File: src/swr_pkg.sv
// ----------------------------------------------------------------------------
// swr_pkg
// Shared types and constants for the streaming word replacement block.
// ----------------------------------------------------------------------------
package swr_pkg;

   localparam int BYTE_W    = 8;
   localparam int WORD_W    = 64;
   localparam int WORD_MAX  = 8;
   localparam int LEN_W     = 4;
   localparam int IDX_W     = 3;
   localparam int ADDR_W    = 2;

   typedef enum logic [ADDR_W-1:0] {
      REG_SEARCH_WORD  = 2'd0,
      REG_SEARCH_LEN   = 2'd1,
      REG_REPL_WORD    = 2'd2,
      REG_REPL_LEN     = 2'd3
   } reg_addr_type;

   typedef struct packed {
      logic [WORD_W-1:0] bytes;
      logic [LEN_W-1:0]  count;
      logic              last;
      logic              marker;
   } swr_cmd_type;

endpackage

File: src/swr_front.sv
// ----------------------------------------------------------------------------
// swr_front
// Holds the configuration and the pending window, matches each incoming
// byte and emits one burst command per beat that yields output.
// ----------------------------------------------------------------------------
module swr_front
   import swr_pkg::*;
#(
   parameter int OLD_MAX = 8,
   parameter int NEW_MAX = 8
) (
   input  logic                clock,
   input  logic                reset,
   input  logic                req_valid,
   output logic                req_ready,
   input  logic [BYTE_W-1:0]   req_data_byte,
   input  logic                req_end_of_text,
   input  logic                csr_we,
   input  logic [ADDR_W-1:0]   csr_addr,
   input  logic [WORD_W-1:0]   csr_wdata,
   input  logic                queue_full,
   output logic                cmd_push,
   output swr_cmd_type         cmd
);

   localparam int WIN_DEPTH = (OLD_MAX < WORD_MAX) ? OLD_MAX : WORD_MAX;
   localparam int REPL_CAP  = (NEW_MAX < WORD_MAX) ? NEW_MAX : WORD_MAX;

   logic [WORD_W-1:0] sw_ff, rw_ff;
   logic [LEN_W-1:0]  sl_ff, rl_ff;
   logic [BYTE_W-1:0] win_ff [WIN_DEPTH];
   logic [BYTE_W-1:0] win_in [WIN_DEPTH];
   logic [LEN_W-1:0]  cnt_ff, cnt_in;

   logic [BYTE_W-1:0] win_app [WIN_DEPTH];
   logic [WORD_W-1:0] win_bytes;
   logic [LEN_W-1:0]  len, rlen, cnt_c, cnt_app;
   logic              full, hit, accept;

   assign req_ready = !queue_full;
   assign accept    = req_valid && req_ready;

   always_comb begin
      if (sl_ff == '0) begin
         len = LEN_W'(1);
      end else if (sl_ff > LEN_W'(WIN_DEPTH)) begin
         len = LEN_W'(WIN_DEPTH);
      end else begin
         len = sl_ff;
      end
      rlen = (rl_ff > LEN_W'(REPL_CAP)) ? LEN_W'(REPL_CAP) : rl_ff;

      cnt_c   = (cnt_ff >= len) ? len - LEN_W'(1) : cnt_ff;
      cnt_app = cnt_c + LEN_W'(1);
      full    = (cnt_app == len);

      win_bytes = '0;
      hit       = full;
      for (int i = 0; i < WIN_DEPTH; i++) begin
         win_app[i] = (LEN_W'(i) == cnt_c) ? req_data_byte : win_ff[i];
         win_bytes[BYTE_W*i +: BYTE_W] = win_app[i];
         if (LEN_W'(i) < len && win_app[i] != sw_ff[BYTE_W*i +: BYTE_W]) begin
            hit = 1'b0;
         end
      end

      cmd.bytes  = win_bytes;
      cmd.count  = '0;
      cmd.last   = req_end_of_text;
      cmd.marker = 1'b0;
      if (hit) begin
         cmd.bytes = rw_ff;
         cmd.count = rlen;
         if (req_end_of_text && rlen == '0) begin
            cmd.bytes  = '0;
            cmd.count  = LEN_W'(1);
            cmd.marker = 1'b1;
         end
      end else if (full) begin
         cmd.count = req_end_of_text ? len : LEN_W'(1);
      end else if (req_end_of_text) begin
         cmd.count = cnt_app;
      end

      cmd_push = accept && (cmd.count != '0);

      win_in = win_ff;
      cnt_in = cnt_ff;
      if (accept) begin
         win_in = win_app;
         if (hit || req_end_of_text) begin
            cnt_in = '0;
         end else if (full) begin
            cnt_in = len - LEN_W'(1);
            for (int i = 0; i + 1 < WIN_DEPTH; i++) begin
               win_in[i] = win_app[i+1];
            end
         end else begin
            cnt_in = cnt_app;
         end
      end
      if (csr_we && csr_addr == REG_SEARCH_LEN) begin
         cnt_in = '0;
      end
   end

   always_ff @(posedge clock) begin
      win_ff <= win_in;
      if (reset) begin
         cnt_ff <= '0;
         sw_ff  <= '0;
         sl_ff  <= LEN_W'(1);
         rw_ff  <= '0;
         rl_ff  <= '0;
      end else begin
         cnt_ff <= cnt_in;
         if (csr_we) begin
            case (csr_addr)
               REG_SEARCH_WORD: sw_ff <= csr_wdata;
               REG_SEARCH_LEN:  sl_ff <= csr_wdata[LEN_W-1:0];
               REG_REPL_WORD:   rw_ff <= csr_wdata;
               REG_REPL_LEN:    rl_ff <= csr_wdata[LEN_W-1:0];
               default: ;
            endcase
         end
      end
   end

endmodule

File: src/swr_fifo.sv
// ----------------------------------------------------------------------------
// swr_fifo
// Short command queue between the matcher and the output serializer.
// ----------------------------------------------------------------------------
module swr_fifo
   import swr_pkg::*;
#(
   parameter int DEPTH = 4
) (
   input  logic        clock,
   input  logic        reset,
   input  logic        push,
   input  swr_cmd_type push_data,
   input  logic        pop,
   output swr_cmd_type head,
   output logic        empty,
   output logic        full
);

   localparam int PTR_W = $clog2(DEPTH);
   localparam int CNT_W = $clog2(DEPTH + 1);

   swr_cmd_type       mem_ff [DEPTH];
   logic [PTR_W-1:0]  wr_ff, wr_in, rd_ff, rd_in;
   logic [CNT_W-1:0]  cnt_ff, cnt_in;

   assign empty = (cnt_ff == '0);
   assign full  = (cnt_ff == CNT_W'(DEPTH));
   assign head  = mem_ff[rd_ff];

   always_comb begin
      wr_in  = wr_ff;
      rd_in  = rd_ff;
      cnt_in = cnt_ff;
      if (push) begin
         wr_in = (wr_ff == PTR_W'(DEPTH - 1)) ? '0 : wr_ff + PTR_W'(1);
      end
      if (pop) begin
         rd_in = (rd_ff == PTR_W'(DEPTH - 1)) ? '0 : rd_ff + PTR_W'(1);
      end
      if (push && !pop) begin
         cnt_in = cnt_ff + CNT_W'(1);
      end else if (pop && !push) begin
         cnt_in = cnt_ff - CNT_W'(1);
      end
   end

   always_ff @(posedge clock) begin
      if (push) begin
         mem_ff[wr_ff] <= push_data;
      end
      if (reset) begin
         wr_ff  <= '0;
         rd_ff  <= '0;
         cnt_ff <= '0;
      end else begin
         wr_ff  <= wr_in;
         rd_ff  <= rd_in;
         cnt_ff <= cnt_in;
      end
   end

`ifndef SYNTH
   a_no_overflow: assert property (@(posedge clock) disable iff (reset)
      push |-> !full)
      else $error("push into full queue");
   a_no_underflow: assert property (@(posedge clock) disable iff (reset)
      pop |-> !empty)
      else $error("pop from empty queue");
   a_cnt_range: assert property (@(posedge clock) disable iff (reset)
      cnt_ff <= CNT_W'(DEPTH))
      else $error("queue count out of range");
`endif

endmodule

File: src/swr_back.sv
// ----------------------------------------------------------------------------
// swr_back
// Serializes queued burst commands into one output beat per cycle while
// rsp_ready allows, through a registered output stage.
// ----------------------------------------------------------------------------
module swr_back
   import swr_pkg::*;
(
   input  logic                clock,
   input  logic                reset,
   input  swr_cmd_type         head,
   input  logic                empty,
   output logic                pop,
   output logic                rsp_valid,
   input  logic                rsp_ready,
   output logic [BYTE_W-1:0]   rsp_out_byte,
   output logic                rsp_byte_valid,
   output logic                rsp_final_item
);

   logic [IDX_W-1:0]  idx_ff, idx_in;
   logic              valid_ff, valid_in;
   logic [BYTE_W-1:0] byte_ff;
   logic              bv_ff, fin_ff;
   logic              load, take, last_byte;

   assign load      = !valid_ff || rsp_ready;
   assign take      = load && !empty;
   assign last_byte = (LEN_W'(idx_ff) + LEN_W'(1) == head.count);
   assign pop       = take && last_byte;

   always_comb begin
      valid_in = load ? !empty : valid_ff;
      idx_in   = idx_ff;
      if (take) begin
         idx_in = last_byte ? '0 : idx_ff + IDX_W'(1);
      end
   end

   always_ff @(posedge clock) begin
      if (take) begin
         byte_ff <= head.bytes[BYTE_W*idx_ff +: BYTE_W];
         bv_ff   <= !head.marker;
         fin_ff  <= head.last && last_byte;
      end
      if (reset) begin
         valid_ff <= 1'b0;
         idx_ff   <= '0;
      end else begin
         valid_ff <= valid_in;
         idx_ff   <= idx_in;
      end
   end

   assign rsp_valid      = valid_ff;
   assign rsp_out_byte   = byte_ff;
   assign rsp_byte_valid = bv_ff;
   assign rsp_final_item = fin_ff;

`ifndef SYNTH
   a_head_nonzero: assert property (@(posedge clock) disable iff (reset)
      !empty |-> head.count != '0)
      else $error("queued command without beats");
   a_idx_range: assert property (@(posedge clock) disable iff (reset)
      !empty |-> LEN_W'(idx_ff) < head.count)
      else $error("serializer index past command length");
   a_marker_final: assert property (@(posedge clock) disable iff (reset)
      (valid_ff && !bv_ff) |-> fin_ff)
      else $error("bare marker beat not final");
`endif

endmodule

File: src/stream_word_replace.sv
// ----------------------------------------------------------------------------
// stream_word_replace
// Streaming find-and-replace over a byte stream with configurable words.
// ----------------------------------------------------------------------------
// Takes one input beat per cycle while the command queue has room. Each
// beat that completes a window yields one command of up to eight output
// beats (a match gives the replacement length, a miss one byte, the end of
// text the rest of the window), and the output stage sends one beat per
// cycle while rsp_ready is high, so sustained throughput is one byte per
// cycle for text without matches; a replacement longer than the search word
// costs extra output cycles that the FIFO_DEPTH-entry queue absorbs. Output
// is registered after the queue. Words must be written only while the block
// is idle (not enforced); writing the search length drops any pending bytes.
module stream_word_replace
   import swr_pkg::*;
#(
   parameter int OLD_MAX    = 8,
   parameter int NEW_MAX    = 8,
   parameter int FIFO_DEPTH = 4
) (
   input  logic                clock,
   input  logic                reset,
   input  logic                req_valid,
   output logic                req_ready,
   input  logic [BYTE_W-1:0]   req_data_byte,
   input  logic                req_end_of_text,
   output logic                rsp_valid,
   input  logic                rsp_ready,
   output logic [BYTE_W-1:0]   rsp_out_byte,
   output logic                rsp_byte_valid,
   output logic                rsp_final_item,
   input  logic                csr_we,
   input  logic [ADDR_W-1:0]   csr_addr,
   input  logic [WORD_W-1:0]   csr_wdata
);

   swr_cmd_type cmd, head;
   logic        cmd_push, queue_full, queue_empty, pop;

   swr_front #(
      .OLD_MAX (OLD_MAX),
      .NEW_MAX (NEW_MAX)
   ) u_front (
      .clock           (clock),
      .reset           (reset),
      .req_valid       (req_valid),
      .req_ready       (req_ready),
      .req_data_byte   (req_data_byte),
      .req_end_of_text (req_end_of_text),
      .csr_we          (csr_we),
      .csr_addr        (csr_addr),
      .csr_wdata       (csr_wdata),
      .queue_full      (queue_full),
      .cmd_push        (cmd_push),
      .cmd             (cmd)
   );

   swr_fifo #(
      .DEPTH (FIFO_DEPTH)
   ) u_fifo (
      .clock     (clock),
      .reset     (reset),
      .push      (cmd_push),
      .push_data (cmd),
      .pop       (pop),
      .head      (head),
      .empty     (queue_empty),
      .full      (queue_full)
   );

   swr_back u_back (
      .clock          (clock),
      .reset          (reset),
      .head           (head),
      .empty          (queue_empty),
      .pop            (pop),
      .rsp_valid      (rsp_valid),
      .rsp_ready      (rsp_ready),
      .rsp_out_byte   (rsp_out_byte),
      .rsp_byte_valid (rsp_byte_valid),
      .rsp_final_item (rsp_final_item)
   );

endmodule

File: config.mk
export PLATFORM = sky130hd
export DESIGN_NAME = stream_word_replace
export DESIGN_NICKNAME = d
export VERILOG_FILES = /design/src/swr_pkg.sv /design/src/swr_front.sv /design/src/swr_fifo.sv /design/src/swr_back.sv /design/src/stream_word_replace.sv
export SDC_FILE = /design/constraint.sdc
export NUM_CORES = 1
export LEC_CHECK = 0
export ABC_AREA = 1
export BUFFER_PORTS_ARGS = -buffer_cell sky130_fd_sc_hd__clkbuf_2
export CAP_MARGIN = 20
export CORE_MARGIN = 2
export CORE_UTILIZATION = 60
export CTS_BUF_LIST = sky130_fd_sc_hd__clkbuf_8
export DETAILED_ROUTE_END_ITERATION = 8
export PLACE_DENSITY = 0.78
export SKIP_LAST_GASP = 1
export SYNTH_ARGS = -nofsm -noshare
export SYNTH_HDL_FRONTEND = slang
export SYNTH_SLANG_ARGS = --single-unit
File: constraint.sdc
create_clock -name clock -period 18 [get_ports clock]
set_clock_uncertainty 0.05 [all_clocks]
set_input_delay 3.6 -clock clock [delete_from_list [all_inputs] [get_ports clock]]
set_output_delay 3.6 -clock clock [all_outputs]
set_load 0.02 [all_outputs]
Word level (Yosys, flattened, before mapping). Memory sizes are Yosys's and may differ from the RTL's. A register that Yosys moved wholly into a read port is not among the register bits. Cells that the tools add are included.

Flip-flop bits (word level): 225. Memory bits (writable): 280. Bits of input ports: 80. Output and inout port bits: 12. Logic and storage cells: 143. Memories: 1.

Add/sub/neg operators: 8. Order comparisons: 11. Eq/ne operators: 23. Shift-type cells: 1. Mux-type cells: 41. Reduce and logical (&&, ||, !) cells: 37.

Memories: u_fifo.mem_ff (depth 4, bits a word 70, read ports 1, clocked after memory_dff 1, write ports 1, line swr_fifo.sv:23) `swr_cmd_type mem_ff [DEPTH];`.

Operators by type and width (number): $mux W56 (2); $mux W68 (1); $mux W64 (1); $mux W8 (8); $ne A8 B8 Y1 (8); $shiftx A64 B7 Y8 (1); $mux W4 (10); $logic_and A1 B1 Y1 (17); $eq A3 B4 Y1 const A (4); $lt A3 B4 Y1 const A (4); $logic_not A4 Y1 (3); $mux W1 (12); $mux W3 (3); $eq A2 B2 Y1 const B (4); $eq A2 B4 Y1 const A (2); $eq A4 B4 Y1 (2); $gt A4 B4 Y1 const B (2); $lt A1 B4 Y1 const A (2); $lt A2 B4 Y1 const A (2); $mux W2 (4); $reduce_and A2 Y1 (4); $add A3 B1 Y3 const B (2); $logic_not A1 Y1 (6); $add A2 B1 Y2 const B (2); 14 further kinds (15).

Longest topological paths before layout. Gate-level depths: netlist of run 1.

Depth after elaboration: 24. Depth in mapped cells: 43. Gate-level depth less buffers: 42.

Modules after synthesis. From an unflattened synthesis of run 1, not the netlist that was laid out.

Cell total of the unflattened synthesis: 2637. Area total of the unflattened synthesis: 24428.4 um2.

Modules (own cells, without submodules): swr_front (instances 1, cells an instance 1706, area an instance 11767.5 um2, seq. area each 4724.5 um2); swr_fifo (instances 1, cells an instance 735, area an instance 11407.2 um2, seq. area each 8588.2 um2); swr_back (instances 1, cells an instance 196, area an instance 1253.7 um2, seq. area each 380.4 um2).

Worst setup path after synthesis of run 1. Ideal clock, no wire load.

Path kind: in2reg. From: in req_valid. To: mem u_fifo.mem_ff[0][0] (netlist bit), enable pin. Library setup time: 498 ps. Data arrival time: 9161 ps. Data required time: 17452 ps. Slack: 8291 ps. Cell stages on the path: 5. Path buffers: 1. Path through: nand2_1 > inv_1 > clkbuf_1 > nand2_1 > nor2_1.

Word-level cells in the longest chain between the ends: 4.

RTL lines: start: declaration (line stream_word_replace.sv:23) `input logic req_valid,`; $logic_and A1 B1 Y1 (line swr_front.sv:41) `assign accept = req_valid && req_ready;`; named net u_front.accept (line swr_front.sv:38) `logic full, hit, accept;`; $logic_and A1 B1 Y1 (line swr_front.sv:85) `cmd_push = accept && (cmd.count != '0);`; $mux W1 (line swr_fifo.sv:49) `if (push) begin`; $mux W1 (implied by the code) (line swr_fifo.sv:50) `mem_ff[wr_ff] <= push_data;`; end: declaration (line swr_fifo.sv:23).

The timed path passes the listed nets, and every way through them passes these cells.

==> results.yml, run 1 <==
status:
  status: "completed"
timing:
  slew_viol_final: 0
  fin_ws_ps: 10950
  setup_viol: 0
  rsz0062_at_grt: "false"
  finalSetupTns_ps: 0
  period_share_pct: 39.2
  layout_min_cycle_time_ps: 7050
  slew_headroom_pct: 26.4
  worstMarginPinSlew_ps: 1100
  clock.fmax_ghz: 0.142
  hold_violations: 0
critical_path:
  cp_data_required_time_ps: 18190
  critPathMaxFanout: 70
  start_kind: "input port"
  endpoint_kind: "flop"
  r2r_cells: 27
  path_class: "input port to flop"
  arrival_ps: 7240
yosys:
  yosysWarnings: 0
  synth_cell_types: 44
  synth_common_cells: "nand2_1 (430), edfxtp_1 (354), o21ai_0 (352), nor2_1 (348), nand3_1 (234)"
  synth_area_leaders: "edfxtp_1 (46%), dfxtp_1 (13%), o21ai_0 (7.6%), nand2_1 (7.0%), nor2_1 (5.6%)"
  syn_area_um2: 23100
  ys_seq_area_share_pct: 59.2
  syn_inst: 2536
  ys_ff_latch: 507
  synth_top_area_share_pct: 46.0
  synth_area_leader_cell: "edfxtp_1"
  synth_nets: 2634
  syn_avg_cell_area_um2: 9.12
  synth-edff-count: 354
  yosys_most_used_dff: "edfxtp_1"
  yosysMostFrequentCell: "nand2_1"
  postSynth.asyncResetShare_pct: 0
power_and_ir_drop:
  p_leak_nw: 9.93
  power.internal_mw: 2.74
  seq_power_share_pct: 41.3
  p_clk_share_pct: 22.6
  p_sw_mw: 1.76
  power_density_nw_per_um2: 176
  finalPower_mw: 4.50
  comb_power_share_pct: 36.1
  power_switching_share_pct: 39.1
  peakVddDrop_uv: 110
drt:
  viasPerCell: 6.01
  remaining_drc_errors: 0
  routed_wl_mm: 66.1
  num_vias: 19000
  drt-initial-drc-count: 2416
  wire_per_inst_um: 20.9
  firstDrtPassIters: 8
  ant_nets: 0
place:
  dp_hpwl_mm: 43.7
  portBuffers: 91
  gp_congestion: 1.01
  place_ws_ps: 10370
min_path:
  hold_depth: 2
  holdCritPathClass: "flop to flop"
global_route:
  overflow: 0
  track_usage_pct: 32.8
  grt_antenna_before_repair: 2
  grt_max_degree: 105
  grt_pass1_vias: 17800
  grt_pass1_wl_mm: 101
clocking:
  cts_tree: "done"
  cts-root-buf: "clkbuf_8"
  cts.sinks: 507
  path_clk_slew_ps: 60
  postCtsSetupBuffers: 0
  cts_buffer_depth: 3
  cts_buffers: 80
  clk_latency_ps: 650
  cts_resized: 0
  htree_levels: 3
  cts_hold_buf: 0
floorplan:
  fp.dieArea_um2: 40100
  io_pins: 92
  start_util_pct: 61.1
  rows: 71
  die_x_um: 200
  core_um2: 37800
  die_y_um: 200
job:
  cap_violations: 0
layout:
  postLayoutCoreUtil_pct: 67.4
  drive_above_1_share_pct: 10.5
  nNetsFinal: 2688
  area_growth_pct: 10.3
-- worst max-delay path: stages --
cell and delay [ps]:
clkbuf_2 240, inv_1 330, nand2_1 150, nand2_1 240
nand2_1 80, nand2_1 80, nand2_1 50, nor2_1 110
nand2_1 60, nand2_1 90, nand2_1 60, inv_1 60
nand2_1 110, nand2_2 160, nand3_1 80, nand2_1 160
nor2_1 70, nand2_1 150, nand2_1 270, nor2_4 150
buf_4 780
-- path summary, 6_finish.rpt --
path / from / endpoint / slack (ps)
worst max-delay path: req_data_byte[3] / u_fifo.mem_ff[1][27] / 10950
worst min-delay path: u_front.sw_ff[59] / u_front.sw_ff[59] / 420
worst max register to register: u_front.sl_ff[1] / u_fifo.mem_ff[1][27] / 11410
worst min register to register: u_front.sw_ff[59] / u_front.sw_ff[59] / 420
-- layout make-up --
cell class,instances,area (um^2)
Fill cell,3070,12300
Timing Repair Buffer,113,621
Inverter,201,758
Tap cell,511,639
Multi-Input combinational cell,1687,8090
Clock buffer,99,1360
Antenna cell,1,2.50
Sequential cell,507,13700
Clock inverter,47,330
-- power groups by stage --
stage	clock network (mW)	logic (mW)	registers (mW)
2_1_floorplan	0	1.08	1.86
6_report	1.02	1.62	1.85
4_1_cts	1.03	1.58	1.85
3_5_place_dp	0	1.58	1.87
3_3_place_gp	0	1.54	1.86
5_1_grt	1.08	1.79	1.88
-- cell usage in the layout (no fill, tap or decap), drive strengths merged, types with 2 or more instances in the layout --
master | synthesis | routed
o221ai | 28 | 28
a21boi | 2 | 2
dfxtp | 153 | 153
ha | 17 | 17
clkinvlp | 0 | 3
nand4 | 23 | 23
nand3 | 236 | 236
o21ai | 423 | 423
nand3b | 16 | 16
nor3b | 2 | 2
a211oi | 2 | 2
inv | 198 | 214
a32oi | 2 | 2
nor3 | 3 | 3
clkinv | 3 | 26
edfxtp | 354 | 354
xnor2 | 2 | 2
xor2 | 7 | 7
clkbuf | 113 | 190
bufinv | 0 | 5
buf | 28 | 22
nand2 | 440 | 440
a21oi | 71 | 71
o211ai | 11 | 11
nor2 | 357 | 357
o22ai | 38 | 38
-- metal layers --
layer  vias to the layer above  GRT usage (%)  share of wire (%)
met4                         0           14.2                4.2
li1                       8869              -                  -
met3                       177           7.21                 12
met5                         -              0                  0
met1                      8890           46.8                 40
met2                      1095           48.5                 44
-- sequential cells by signal, summed over array words and instances, names as in the netlist, named ones only --
signal,cells
u_fifo.mem_ff,280
u_front.rw_ff,64
u_front.sw_ff,64
u_front.win_ff,64
u_back.rsp_out_byte,8
u_front.cnt_ff,4
u_front.rl_ff,4
u_front.sl_ff,4
u_back.idx_ff,3
u_fifo.cnt_ff,3
u_fifo.rd_ff,2
u_fifo.wr_ff,2
u_back.rsp_byte_valid,1
u_back.rsp_final_item,1
u_back.rsp_valid,1
-- per-stage QoR --
stage,hold WS [ps],cell area [um^2],instances
floorplan,389,23100,2536
global placement,406,23800,3019
detailed placement,414,23800,3019
CTS,422,25500,3165
global route,439,25500,3165
finish,416,25500,3166
-- kinds of logic after synthesis --
| kind of cell | share of synthesized area [%] |
|---|---|
| buffers and inverters | 6.02 |
| AOI/OAI and AO/OA | 13.6 |
| DFF | 59.2 |
| and+or+nand+nor | 19.9 |
| xor gates and xnor gates | 0.341 |
| adders and majority gates | 1.01 |
Note: power is estimated with default switching activity, not from simulation.
==> run 2, diff against run 1 <==
--- a/config.mk
+++ b/config.mk
@@ -5,14 +5,14 @@
 export SDC_FILE = /design/constraint.sdc
 export NUM_CORES = 1
 export LEC_CHECK = 0
-export ABC_AREA = 1
+export ABC_AREA = 0
 export BUFFER_PORTS_ARGS = -buffer_cell sky130_fd_sc_hd__clkbuf_2
 export CAP_MARGIN = 20
 export CORE_MARGIN = 2
-export CORE_UTILIZATION = 60
+export CORE_UTILIZATION = 58
 export CTS_BUF_LIST = sky130_fd_sc_hd__clkbuf_8
 export DETAILED_ROUTE_END_ITERATION = 8
-export PLACE_DENSITY = 0.78
+export PLACE_DENSITY = 0.79
 export SKIP_LAST_GASP = 1
 export SYNTH_ARGS = -nofsm -noshare
 export SYNTH_HDL_FRONTEND = slang
==> constraint.sdc (replaced) <==
create_clock -name clock -period 6.3 [get_ports clock]
set_clock_uncertainty 0.05 [all_clocks]
set_input_delay 1.26 -clock clock [delete_from_list [all_inputs] [get_ports clock]]
set_output_delay 1.26 -clock clock [all_outputs]
set_load 0.02 [all_outputs]
==> results.yml, run 2 <==
status:
  status: "completed"
timing:
  hold_violations: 0
  setup_viol: 0
  worstMarginPinSlew_ps: 973
  layout_min_cycle_time_ps: 5860
  slew_viol_final: 0
  whs_ps: 409
  slew_headroom_pct: 35.2
  period_share_pct: 93.1
  clock.fmax_ghz: 0.171
layout:
  largest_reg_flops: 280
  area_growth_pct: 13.4
  n_antenna_cell: 0
  final_cell_mix: "edfxtp_1 (354), a21oi_1 (305), nand2_1 (299)"
  fill_cells: 2932
  drive_above_1_share_pct: 22.1
  nNetsFinal: 2196
  layout_commonest_cell: "edfxtp_1"
  top_register: "u_fifo.mem_ff"
power_and_ir_drop:
  finalPower_mw: 11.7
  p_leak_nw: 9.54
  peakVddDrop_uv: 214
  power_density_nw_per_um2: 439
clocking:
  cts.sinks: 507
  htree_levels: 3
  cts_tree: "done"
  cts_buffer_depth: 3
  path_clk_slew_ps: 60
  cts-root-buf: "clkbuf_8"
  cts_buffers: 81
  clk_latency_ps: 670
yosys:
  synth_top_family_by_area: "compound AO/OA/AOI/OAI gates"
  synthAdderAreaFrac_pct: 0.994
  syn_avg_cell_area_um2: 11.9
  ys_seq_area_share_pct: 58.5
  yosysMostFrequentCell: "edfxtp_1"
  synth_common_cells: "edfxtp_1 (354), a21oi_1 (305), nand2_1 (299), dfxtp_1 (153), clkbuf_1 (97)"
  yosysWarnings: 0
  synth_top_area_share_pct: 45.4
  synthSimpleGateAreaFrac_pct: 9.99
  postSynth.asyncResetShare_pct: 0
  synth-compound-area-share_pct: 12.8
  synth_area_leaders: "edfxtp_1 (45%), dfxtp_1 (13%), mux4_2 (8.4%), a21oi_1 (6.5%), nand2_1 (4.8%)"
  syn_inst: 1960
  yosys_most_used_dff: "edfxtp_1"
  syn_area_um2: 23400
  ys_ff_latch: 507
  synth_area_leader_cell: "edfxtp_1"
  synth-edff-count: 354
  synth_nets: 2058
  muxShareOfSynthArea_pct: 11.7
  synth_xor_area_share_pct: 2.47
  synth_cell_types: 82
critical_path:
  path_common_cell: "nor2_1"
  critPathMaxFanout: 9
  cp_num_cells: 24
  endpoint: "u_fifo.cnt_ff[1]"
  crit_path_start: "u_front.sl_ff[3]"
  arrival_ps: 6320
  crit_chain: "inv_1 -> and2_1 -> ha_1 -> nor2b_1 -> o21ai_4 -> nand2_1 -> nor2_1 -> a21oi_1 -> ha_2 -> or3b_4 -> a2111oi_4 -> nor2_1 -> nor4_1 -> a31oi_1 -> nor4b_2 -> o21ai_1 -> a2111o_1 -> or2_4 -> o311a_4 -> ha_1 -> inv_1 -> fa_1 -> mux2i_1 -> nor2_1"
  path_buf_inv: 2
  start_kind: "flop"
  r2r_cells: 24
  path_class: "flop to flop"
  endpoint_kind: "flop"
  crit_family: "simple AND/OR/NAND/NOR gates"
  r2r-end: "u_fifo.cnt_ff[1]"
  r2r_start: "u_front.sl_ff[3]"
  crit_path_top_delay_cell: "a2111o_1"
  cp_data_required_time_ps: 6760
  r2r_setup_slack_ps: 440
  slowest_delay_ps: 470
floorplan:
  die_x_um: 205
  fp.dieArea_um2: 42000
  rows: 73
  core_um2: 39800
  start_util_pct: 58.8
  die_y_um: 205
  io_pins: 92
global_route:
  grt_pass1_vias: 16700
  grt_max_degree: 96
  grt_antenna_before_repair: 0
  overflow: 0
  grt_pass1_wl_mm: 102
  track_usage_pct: 32.7
drt:
  firstDrtPassIters: 6
  viasPerCell: 6.47
  wire_per_inst_um: 25.2
  ant_nets: 0
  num_vias: 17400
  routed_wl_mm: 67.9
  remaining_drc_errors: 0
  drt-initial-drc-count: 2333
place:
  gp_congestion: 0.948
  portBuffers: 91
  dp_hpwl_mm: 46.0
job:
  cap_violations: 0
min_path:
  holdCritPathClass: "flop to flop"
run 2: cell types whose count changed after synthesis, moves of 87 or more:
| cell | change |
|---|---|
| nand3_1 | -213 |
| a21oi_1 | +235 |
| nor2_1 | -269 |
| inv_1 | -123 |
| o21ai_0 | -328 |
| nand2_1 | -131 |
| mux4_2 | +87 |
run 2: kinds of logic after synthesis:
| logic type | after synthesis |
|---|---|
| adder cells (fa/ha/maj) | 18 |
| XOR/XNOR | 66 |
| multiplexers | 162 |
| AO/OA/AOI/OAI | 477 |
| buffers and inverters | 206 |
| flip-flops | 507 |
| AND/OR/NAND/NOR | 524 |
run 2: metrics by stage:
| stage | std cells | setup TNS, ps | utilization, % | setup WS, ps | cell area, um^2 |
|---|---|---|---|---|---|
| finish | 2690 | 0 | 66.7 | 435 | 26500 |
| global route | 2690 | -22.9 | 66.7 | -16.4 | 26500 |
| CTS | 2686 | 0 | 66.5 | 317 | 26500 |
| detailed placement | 2536 | 0 | 62.4 | 399 | 24900 |
| global placement | 2536 | 0 | 62.4 | 555 | 24900 |
| floorplan | 1960 | 0 | - | 303 | 23400 |
run 2: power by group:
group	total (mW)	switching, mW	internal [mW]
Sequential	5.08	0.422	4.66
Clock	2.84	1.36	1.49
Combinational	3.74	2.16	1.59
run 2: worst min path at each step:
stage	start	endpoint	slack (ps)	cells after the start
detailed placement	u_front.rw_ff[9]	u_front.rw_ff[9]	400	2
floorplan	u_front.sl_ff[0]	u_front.sl_ff[0]	380	1
finish	u_front.rw_ff[9]	u_front.rw_ff[9]	410	2
global route	u_front.rw_ff[30]	u_front.rw_ff[30]	420	2
global placement	u_front.rw_ff[57]	u_front.rw_ff[57]	390	2
CTS	u_front.rw_ff[9]	u_front.rw_ff[9]	410	2
run 2: metal layers:
metal | share of wire (%) | GRT usage [%] | vias up
met1 | 38 | 44.3 | 8519
met5 | 0 | 0 | -
met4 | 3.6 | 12.2 | 0
met3 | 11 | 7.68 | 164
met2 | 47 | 51.7 | 1110
li1 | - | - | 7598
run 2: layout make-up:
type	instances	area (um^2)	share of cell area (%)
flip-flops and latches	507	13700	51.6
inverters	71	267	1.00
clock inverters	58	379	1.43
repair buffers	190	1330	5.00
multi-input cells	1247	8950	33.7
well taps	525	657	2.47
clock buffers	92	1270	4.77
run 2: tightest hold or removal path, delay by kind of cell, from the launching register on:
kind,cells,cell delay [ps]
flip-flops,1,310
AND/OR/NAND/NOR,1,50
AO/OA/AOI/OAI,1,50
run 2: timing repair:
item	4_1_cts	5_1_grt
setup buffers	0	3
endpoints found under the hold margin	0	0
hold buffers	0	0
resized for setup	0	6
endpoints found under the setup margin	0	58
